==> src/rtl/psrl_pkg.sv <==
// Package for the per-source rate limiter: widths, codes, state type.
// No dependencies.
`timescale 1ns / 1ps
`default_nettype none
package psrl_pkg;
    localparam int ENTRIES = 64;
    localparam int IDX_W = $clog2(ENTRIES);
    localparam int CNT_W = IDX_W + 1;
    localparam int TS_W = 48;
    localparam int CFG_IDX_W = 2;
    localparam int MS_PER_S = 1000;
    localparam int S_PER_HOUR = 3600;
    localparam int DIV_W = 44;

    localparam logic [CFG_IDX_W-1:0] REG_RATE_LIMIT = 2'd0;
    localparam logic [CFG_IDX_W-1:0] REG_MIN_COUNT = 2'd1;
    localparam logic [CFG_IDX_W-1:0] REG_RESET_INT = 2'd2;
    localparam logic [CFG_IDX_W-1:0] REG_PENALTY = 2'd3;

    localparam logic [2:0] OUT_NEW = 3'd0;
    localparam logic [2:0] OUT_NEW_EVICT = 3'd1;
    localparam logic [2:0] OUT_ALLOWED = 3'd2;
    localparam logic [2:0] OUT_EXPIRED = 3'd3;
    localparam logic [2:0] OUT_IN_PENALTY = 3'd4;
    localparam logic [2:0] OUT_PENALIZED = 3'd5;

    typedef enum logic [3:0] {
        ST_IDLE, ST_SCAN, ST_SCAN_WAIT, ST_DECIDE, ST_SEC_MUL, ST_RATE,
        ST_DIV_RATE, ST_FINISH, ST_WRITE, ST_OUT
    } t_state;

    typedef struct packed {
        logic       start;
        logic [DIV_W-1:0] dividend;
        logic [DIV_W-1:0] divisor;
    } t_div_req;

    typedef struct packed {
        logic       done;
        logic [DIV_W-1:0] quotient;
    } t_div_rsp;
endpackage
`default_nettype wire

==> src/rtl/psrl_divider.sv <==
// Radix-2 restoring divider, one quotient bit per cycle.
// Depends on psrl_pkg.
`timescale 1ns / 1ps
`default_nettype none
module psrl_divider (
    input  wire logic i_clk,
    input  wire logic i_rst_n,
    input  wire psrl_pkg::t_div_req i_req,
    output psrl_pkg::t_div_rsp o_rsp
);
    localparam int W = psrl_pkg::DIV_W;
    logic [W-1:0] r_quo, n_quo;
    logic [W-1:0] r_rem, n_rem;
    logic [W-1:0] r_den;
    logic [$clog2(W+1)-1:0] r_cnt, n_cnt;
    logic r_busy, n_busy, r_done, n_done;
    logic [W:0] w_trial;

    always_comb begin
        w_trial = {r_rem, r_quo[W-1]} - {1'b0, r_den};
        n_quo = r_quo;
        n_rem = r_rem;
        n_cnt = r_cnt;
        n_busy = r_busy;
        n_done = 1'b0;
        if (i_req.start) begin
            n_quo = i_req.dividend;
            n_rem = '0;
            n_cnt = '0;
            n_busy = 1'b1;
        end else if (r_busy) begin
            if (w_trial[W]) begin
                n_rem = {r_rem[W-2:0], r_quo[W-1]};
                n_quo = {r_quo[W-2:0], 1'b0};
            end else begin
                n_rem = w_trial[W-1:0];
                n_quo = {r_quo[W-2:0], 1'b1};
            end
            n_cnt = r_cnt + 1'b1;
            if (r_cnt == ($clog2(W+1))'(W-1)) begin
                n_busy = 1'b0;
                n_done = 1'b1;
            end
        end
    end

    always_ff @(posedge i_clk) begin
        if (!i_rst_n) begin
            r_busy <= 1'b0;
            r_done <= 1'b0;
        end else begin
            r_busy <= n_busy;
            r_done <= n_done;
        end
        r_quo <= n_quo;
        r_rem <= n_rem;
        r_cnt <= n_cnt;
        if (i_req.start) r_den <= i_req.divisor;
    end

    assign o_rsp.done = r_done;
    assign o_rsp.quotient = r_quo;
endmodule
`default_nettype wire

==> config.mk <==
export PLATFORM = sky130hd
export DESIGN_NAME = psrl_divider
export DESIGN_NICKNAME = d
export VERILOG_FILES = /design/src/rtl/psrl_pkg.sv /design/src/rtl/psrl_divider.sv
export SDC_FILE = /design/constraint.sdc
export NUM_CORES = 1
export LEC_CHECK = 0
export BUFFER_PORTS_ARGS = -buffer_cell sky130_fd_sc_hd__buf_4
export CORE_ASPECT_RATIO = 1.25
export CORE_MARGIN = 1.5
export CORE_UTILIZATION = 40
export DETAILED_ROUTE_END_ITERATION = 12
export PLACE_DENSITY = 0.58
export SYNTH_ARGS = -nofsm -noshare
export SYNTH_HDL_FRONTEND = slang
export SYNTH_SLANG_ARGS = --single-unit
==> constraint.sdc <==
create_clock -name i_clk -period 4.2 [get_ports i_clk]
set_input_delay 0.21 -clock i_clk [delete_from_list [all_inputs] [get_ports i_clk]]
set_output_delay 0.21 -clock i_clk [all_outputs]
set_load 0.02 [all_outputs]
# Word level (Yosys, flattened, before mapping)
# Cells that the tools add are included.
[classes] shifts=0 multipliers=0 div_mod_pow=0 n_eq_ne=1 n_mux=8 order_cmp=0 add_sub_neg=2 n_bitwise=2 reduce_logical=2
[op_table] cell="$mux 44" count=3
[op_table] cell="$sub 45x44->45" count=1
[op_table] cell="$add 6x1->6 const B" count=1
[op_table] cell="$eq 6x6->1 const B" count=1
[op_table] cell="$mux 1" count=5
[op_table] cell="$reduce_or 3->1" count=1
[op_table] cell="$not 1->1" count=2
[op_table] cell="$reduce_bool 2->1" count=1
[word_totals] mem_bits_rw=0 ff_bits=140 input_bits=91 latch_bits=0 mem_bits_ro=0 wordCells=21 n_memories=0 out_inout_bits=45

# Longest topological paths before layout
# Gate-level depths: netlist (run 1).
[depth] depth_word=4 ltp_mapped=16 depth_no_buf=13

# Worst setup path before layout (run 1)
# No wires, ideal clock.
[synth_timing] kind="reg2reg" start="reg r_quo[43]" end="reg r_rem[20]" t_required_ps=4111 synth_period_minus_slack_ps=3130 setup_slack_ps=1070 path_buffers=3 arrival_time_ps=3041 path_stages_with_launch=17 setup_time_ps=89 path_cell_list="edfxtp_1 inv_1 ha_1 fa_1 nand2b_1 a21oi_2 o21ai_2 nand3_2 a311oi_2 a21oi_2 a41o_1 buf_6 xor2_2 buf_6 buf_6 nand2_1 a311oi_2"
[synth_between] elab_chain_cells=2
[synth_lines] element="from (decl)" line="psrl_divider.sv:12" source="logic [W-1:0] r_quo, n_quo;"
[synth_lines] element="from (signal assigned)" line="psrl_divider.sv:55" source="r_quo <= n_quo;"
[synth_lines] element="$sub 45x44->45" line="psrl_divider.sv:20" source="w_trial = {r_rem, r_quo[W-1]} - {1'b0, r_den};"
[synth_lines] element="$mux 44" line="psrl_divider.sv:32" source="if (w_trial[W]) begin"
[synth_lines] element="to (signal assigned)" line="psrl_divider.sv:56" source="r_rem <= n_rem;"
[synth_lines] element="to (decl)" line="psrl_divider.sv:13" source="logic [W-1:0] r_rem, n_rem;"
# Every way passes these cells.
# A chain may end at the register's enable or synchronous reset.

# Worst setup path after layout (run 1)
[layout_timing] start="reg r_quo[43]" end="reg r_rem[29]"
# The elaborated chain is that of the path after synthesis.

==> results of run 1 <==
[cell families after synthesis]
logic type,share of synthesized area [%]
compound gates,18.0
xor+xnor,5.12
fa+ha+maj,7.10
buf+inv,5.47
flops,44.8
mux,6.99
simple gates,12.5
[through the flow]
stage               cells  total power [µW]  hold WS, ns
global route         1253              4450       0.0661
finish               1253              4250       0.0768
floorplan             798              2390        0.309
global placement     1176              2690        0.389
detailed placement   1176              2690        0.389
CTS                  1253              4300       0.0604
[registers in the layout, summed over array words and instances, names as in the netlist]
register	flops
r_cnt	6
r_quo	44
r_busy	1
r_den	44
r_done	1
r_rem	44
[layout by cell type, fill, tap and decap left out, types with 4 or more instances in the layout]
master         netlist  final
a21o_1              15     15
a21oi_1             51     51
a21oi_2              5      5
a311oi_1             6      6
a311oi_2            24     24
a31oi_1              8      8
a32oi_1              6      6
buf_4                4    145
clkbuf_16            0     17
dfxtp_1             52     51
dlygate4sd3_1        2     45
edfxtp_1            88     88
ha_1                45     45
inv_1               56     56
mux2_2              43     43
mux2i_1              9      9
nand2_1             97     97
nand2b_1            14     14
nand3_1              6      6
nand4_1              8      8
nor2_1              61     61
nor2b_1              9      9
nor3_1               9      9
o211ai_1             4      4
o21ai_0             37     37
o21bai_1             7      7
xnor2_1             25     25
xor2_1              18     18
[metal layers]
layer  track usage [%]  routed length (µm)
met1              22.4                8580
met2              33.3                9700
met3              5.18                1160
met4              4.90                 172
met5                 0                   0
[critical path, delay by kind of cell (launching register included)]
kind	cells	cell delay, ns
and+or+nand+nor	3	0.68
AOI/OAI and AO/OA	6	1.43
DFF	1	0.36
xor gates and xnor gates	1	0.10
adders and majority gates	2	0.61
buffers and inverters	2	0.27
[cell type report]
class / instances / area [µm²]
clock buffers: 18 / 429
flip-flops and latches: 140 / 3680
clock inverters: 14 / 169
repair buffers: 191 / 1550
inverters: 57 / 214
fillers: 1914 / 9620
well taps: 270 / 338
multi-input cells: 563 / 4090
[path summary, 6_finish.rpt]
check	slack, ns	depth (start not counted)	to	start
worst max-delay path	0.64	14	r_rem[29]	r_quo[43]
worst max register to register	0.64	14	r_rem[29]	r_quo[43]
worst min-delay path	0.08	2	r_quo[12]	i_req[56]
worst min register to register	0.48	2	r_rem[21]	r_rem[21]
[power groups by stage]
| stage | Clock [µW] | Sequential (µW) | Combinational [µW] |
|---|---|---|---|
| floorplan | 0 | 1730 | 660 |
| global placement | 0 | 1700 | 986 |
| detailed placement | 0 | 1700 | 989 |
| CTS | 1590 | 1680 | 1030 |
| global route | 1640 | 1690 | 1120 |
| finish | 1560 | 1680 | 1020 |
==> run metrics, run 1 <==
status completed; nets 1107; Arr. time, crit path 3.89 ns; Final Util a little over half; hpwl dp 14000 µm; overflow left after global routing 0; initial antenna violation count 0; crit-path max FO 19; Final WS setup about 0.64 ns; H-Tree Depth 4; num rows 58; ant diodes 0; Chip Height approximately 160 µm; register area share after synthesis roughly 45%; CTS resizes 0; slowest stage cell, crit path a41o_1; crit end category flip-flop; Logic pwr share 23.9%; number of synthesized flops with an enable pin a little under 90; Commonest cells post-synth nand2_1, edfxtp_1, nor2_1; Final Hold Viols 0; Mean Syn Cell Area between 10 and 15 µm²; worst relative slew slack between 40 and 50%; FFs w/ async S/R, synth 0%; Max Fclk 0.281 GHz; Slew @ Worst Pin around 0.77 ns; Num CTS Buffers 17; pwr/cell area 405 mW/mm²; placed cell area between 0.009 and 0.01 mm²; Clock power frac approximately 37%; Synth Instances 798; via count between 6000 and 7000; RePlAce Congestion between 0.8 and 0.9; DP Worst Slack around 0.63 ns; worst min path class in2reg; clk_skew 0.0168 ns; Post-CTS Setup Repair Bufs 0; final worst-path cycle share 84.7%; post-synth top area share around a third; largest net degree at the start of global routing 79; Hold Buf Count CTS 45; cell taking the most area after synthesis edfxtp_1; worst skew pair latency around 0.43 ns; Tmin final between 3 and 4 ns; final count of pins violating max slew 0; share of cells above drive strength 1 a little over a quarter; Critical Path Start Type flip-flop; Yosys warnings 0; post-synth net total 935; Switching Share 29.7%; clock-pin slew on the worst setup and hold paths approximately 0.070 ns; Ports between 100 and 150; top cells by area, synth edfxtp_1, dfxtp_1, ha_1, mux2_2, nand2_1; die width between 100 and 150 µm; Switching Power 1260 µW; total die area between 0.02 and 0.025 mm²; clock tree buffer depth 2; fin area roughly 0.010 mm²; Starting Density between 40% and 50%; global-route wire length before repair approximately 32000 µm; Routed Antenna Nets 0; Max Cap Viol 0; most frequent cell after synthesis nand2_1; setup_tns 0 ns; top_reg_cell synth edfxtp_1; core area around 0.020 mm²; #FFs+latches synth 140; Int Power ~3000 µW; synth unique cells 74; CP required 4.54 ns; clock root buffer clkbuf_16; DRC errors left 0; Area growth syn-to-layout 27.6%; Crit Path Category reg2reg; Mapped Area a little over 0.008 mm²; DR WL/cell around 16 µm; maximum VDD drop between 0.3 and 0.4 mV; critical-path cell list inv_1 > ha_1 > fa_1 > nand2b_1 > a21oi_2 > o21ai_2 > nand3_2 > a311oi_2 > a21oi_2 > a41o_1 > xnor2_4 > buf_4 > or3_1 > a311oi_2; LEAKAGE about 0.0043 µW; Iter 0 DRT Violations between 200 and 300; RSZ-0062 raised after global routing false; Port Buffers approximately 140; setup violators final 0; Slowest Stage Delay on Critical Path roughly 0.53 ns; Global Route Usage Sum 18.8%; vias in the first global route around 6600; DR pass1 iterations 4; Seq pwr share approximately 39%; Detailed Route WL approximately 20000 µm; TritonCTS Sinks between 100 and 150; CTS tree yes; vias per cell a little over 5
No activity file was read; power rests on OpenSTA's default activity.
==> inputs of run 2 (changes only) <==
==> constraint.sdc (replaced) <==
create_clock -name i_clk -period 3.4 [get_ports i_clk]
set_input_delay 0.17 -clock i_clk [delete_from_list [all_inputs] [get_ports i_clk]]
set_output_delay 0.17 -clock i_clk [all_outputs]
set_load 0.02 [all_outputs]
==> run 2 against run 1 <==
  * Critical endpoint is now r_rem[41]
  * Power is 27% higher
  * Maximum frequency is 12% higher
  * Die area stayed put
  * Clock skew is 0.0072 ns lower
  * Cell area is 2.0% higher
  * Sequential share of layout area is 0.69 points lower
  * Non-clock buffer count is 12 higher
  * Combinational power is 29% higher
==> run metrics, run 2 (synthesis gave the netlist of run 1 again) <==
Seq pwr share roughly 39%; critical path depth 14; total die area about 0.021 mm²; FILL cells about 1900; status completed; largest net degree at the start of global routing between 50 and 60; setup violators final 0; LEAKAGE ~0.0044 µW; Slowest Stage Delay on Critical Path 0.39 ns; Critical R2R Launch r_den[9]; Ports roughly 140; Switching Power approximately 1600 µW; Final Util between 50 and 60%; hpwl dp ~14000 µm; pwr/cell area just over 500 mW/mm²; clock root buffer clkbuf_16; H-Tree Depth 4; ant diodes 0; Chip Height about 160 µm; Max Cap Viol 0; R2R cell count 14; DRC errors left 0; worst min path class in2reg; hold_ws between 0.04 and 0.05 ns; Area growth syn-to-layout 30.1%; Max Fclk roughly 0.31 GHz; nets about 1100; vias per cell a little over 5; Tmin final around 3.2 ns; R2R Path End r_rem[41]; commonest non-fill, non-tap cell in the layout buf_4; clk_skew approximately 0.0096 ns; worst skew pair latency 0.42 ns; total power approximately 5400 µW; critical-path cell list inv_1 > ha_1 > a21oi_2 > nor2_1 > a211oi_4 > nand3_2 > a311oi_4 > a21oi_2 > a41o_2 > buf_4 > xnor2_4 > buf_12 > a311o_2 > nor3_2; vias in the first global route 6834; Hold Path Depth 3; Global Route Usage Sum about a fifth; share of cells above drive strength 1 28.7%; Port Buffers 135; Crit Path Category reg2reg; CP required ~3.7 ns; CTS tree yes; via count 6411; global-route wire length before repair around 33000 µm; Slew @ Worst Pin 0.812 ns; crit end category flip-flop; DR pass1 iterations 4; crit path to r_rem[41]; Detailed Route WL 19800 µm; largest registers r_den x44, r_quo x44, r_rem x44; Final Hold Viols 0; slowest stage cell, crit path a311o_2; Critical Path Start Type flip-flop; crit-path max FO 19; final count of pins violating max slew 0; Logic pwr share 24.5%; Clock power frac 37.0%; RSZ-0062 raised after global routing true; placed cell area 0.00954 mm²; TritonCTS Sinks between 100 and 150; die width 131 µm; Starting Density between 40% and 50%; fin area 0.0107 mm²; DR WL/cell 15.7 µm; Buf+Inv Stages, Crit Path 3; num rows 58; Arr. time, crit path 3.53 ns; final worst-path cycle share 93.6%; Top cell by count, worst path a21oi_2; Int Power between 3000 and 4000 µW; most frequent cells in the layout buf_4, nand2_1, edfxtp_1, nor2_1, inv_1; worst relative slew slack 45.8%; overflow left after global routing 0; RePlAce Congestion ~0.83; clock-pin slew on the worst setup and hold paths around 0.060 ns; Critical Path Start r_den[9]; Routed Antenna Nets 0; core area 0.0201 mm²; cell family with most CP delay compound AO/OA/AOI/OAI gates; maximum VDD drop approximately 0.38 mV; clock tree buffer depth 2; Iter 0 DRT Violations 277; Num CTS Buffers 17; Reg2Reg Setup Slack 0.22 ns; initial antenna violation count 0; Switching Share 29.0%
[run 2: final cells by class]
type	count	area [µm²]	share of cell area (%)
Clock buffer	18	429	4.02
Inverter	57	214	2.00
Tap cell	270	338	3.16
Sequential cell	140	3680	34.5
Clock inverter	14	193	1.80
Timing Repair Buffer	203	1710	16.0
Multi-Input combinational cell	563	4120	38.5
[run 2: power groups by stage]
stage | clock network (µW) | logic [µW] | registers (µW)
6_report | 1990 | 1320 | 2070
4_1_cts | 2030 | 1300 | 2080
3_3_place_gp | 0 | 1250 | 2110
3_5_place_dp | 0 | 1250 | 2110
5_1_grt | 2110 | 1460 | 2090
2_1_floorplan | 0 | 815 | 2140
[run 2: per-layer routing]
| metal | vias up | routed length [µm] | GRT usage, % |
|---|---|---|---|
| met1 | 2995 | 8710 | 23.0 |
| met3 | 7 | 1090 | 4.78 |
| met4 | 0 | 134 | 4.29 |
| li1 | 3259 | - | - |
| met5 | - | 0 | 0 |
| met2 | 150 | 9910 | 35.3 |
[run 2: timing repair]
| action | in CTS | in global routing |
|---|---|---|
| setup buffers | 0 | 3 |
| setup endpoints to repair | 0 | 38 |
| endpoints found under the hold margin | 45 | 0 |
| gates resized for setup | 0 | 7 |
| hold buffers | 45 | 0 |
[run 2: worst min-delay path by stage]
stage,start,end,slack [ns]
2_1_floorplan,i_req[0],r_den[0],0.27
3_3_place_gp,i_req[34],r_den[34],0.35
3_5_place_dp,i_req[3],r_den[3],0.35
4_1_cts,i_req[44],r_quo[0],0.02
5_1_grt,i_req[44],r_quo[0],0.03
6_report,i_req[44],r_quo[0],0.05
[run 2: worst min-delay path: stages]
cell and delay (ns):
buf_4 0.08, nand2_1 0.04, o21ai_0 0.06
[run 2: through the flow]
| stage | instances | worst slack (ns) | TNS, ns |
|---|---|---|---|
| after global routing | 1265 | -0.00977 | -0.00977 |
| after CTS | 1262 | 0.107 | 0 |
| after detailed placement | 1185 | 0.119 | 0 |
| after floorplan | 798 | 0.270 | 0 |
| final | 1265 | 0.219 | 0 |
| after global placement | 1185 | 0.216 | 0 |
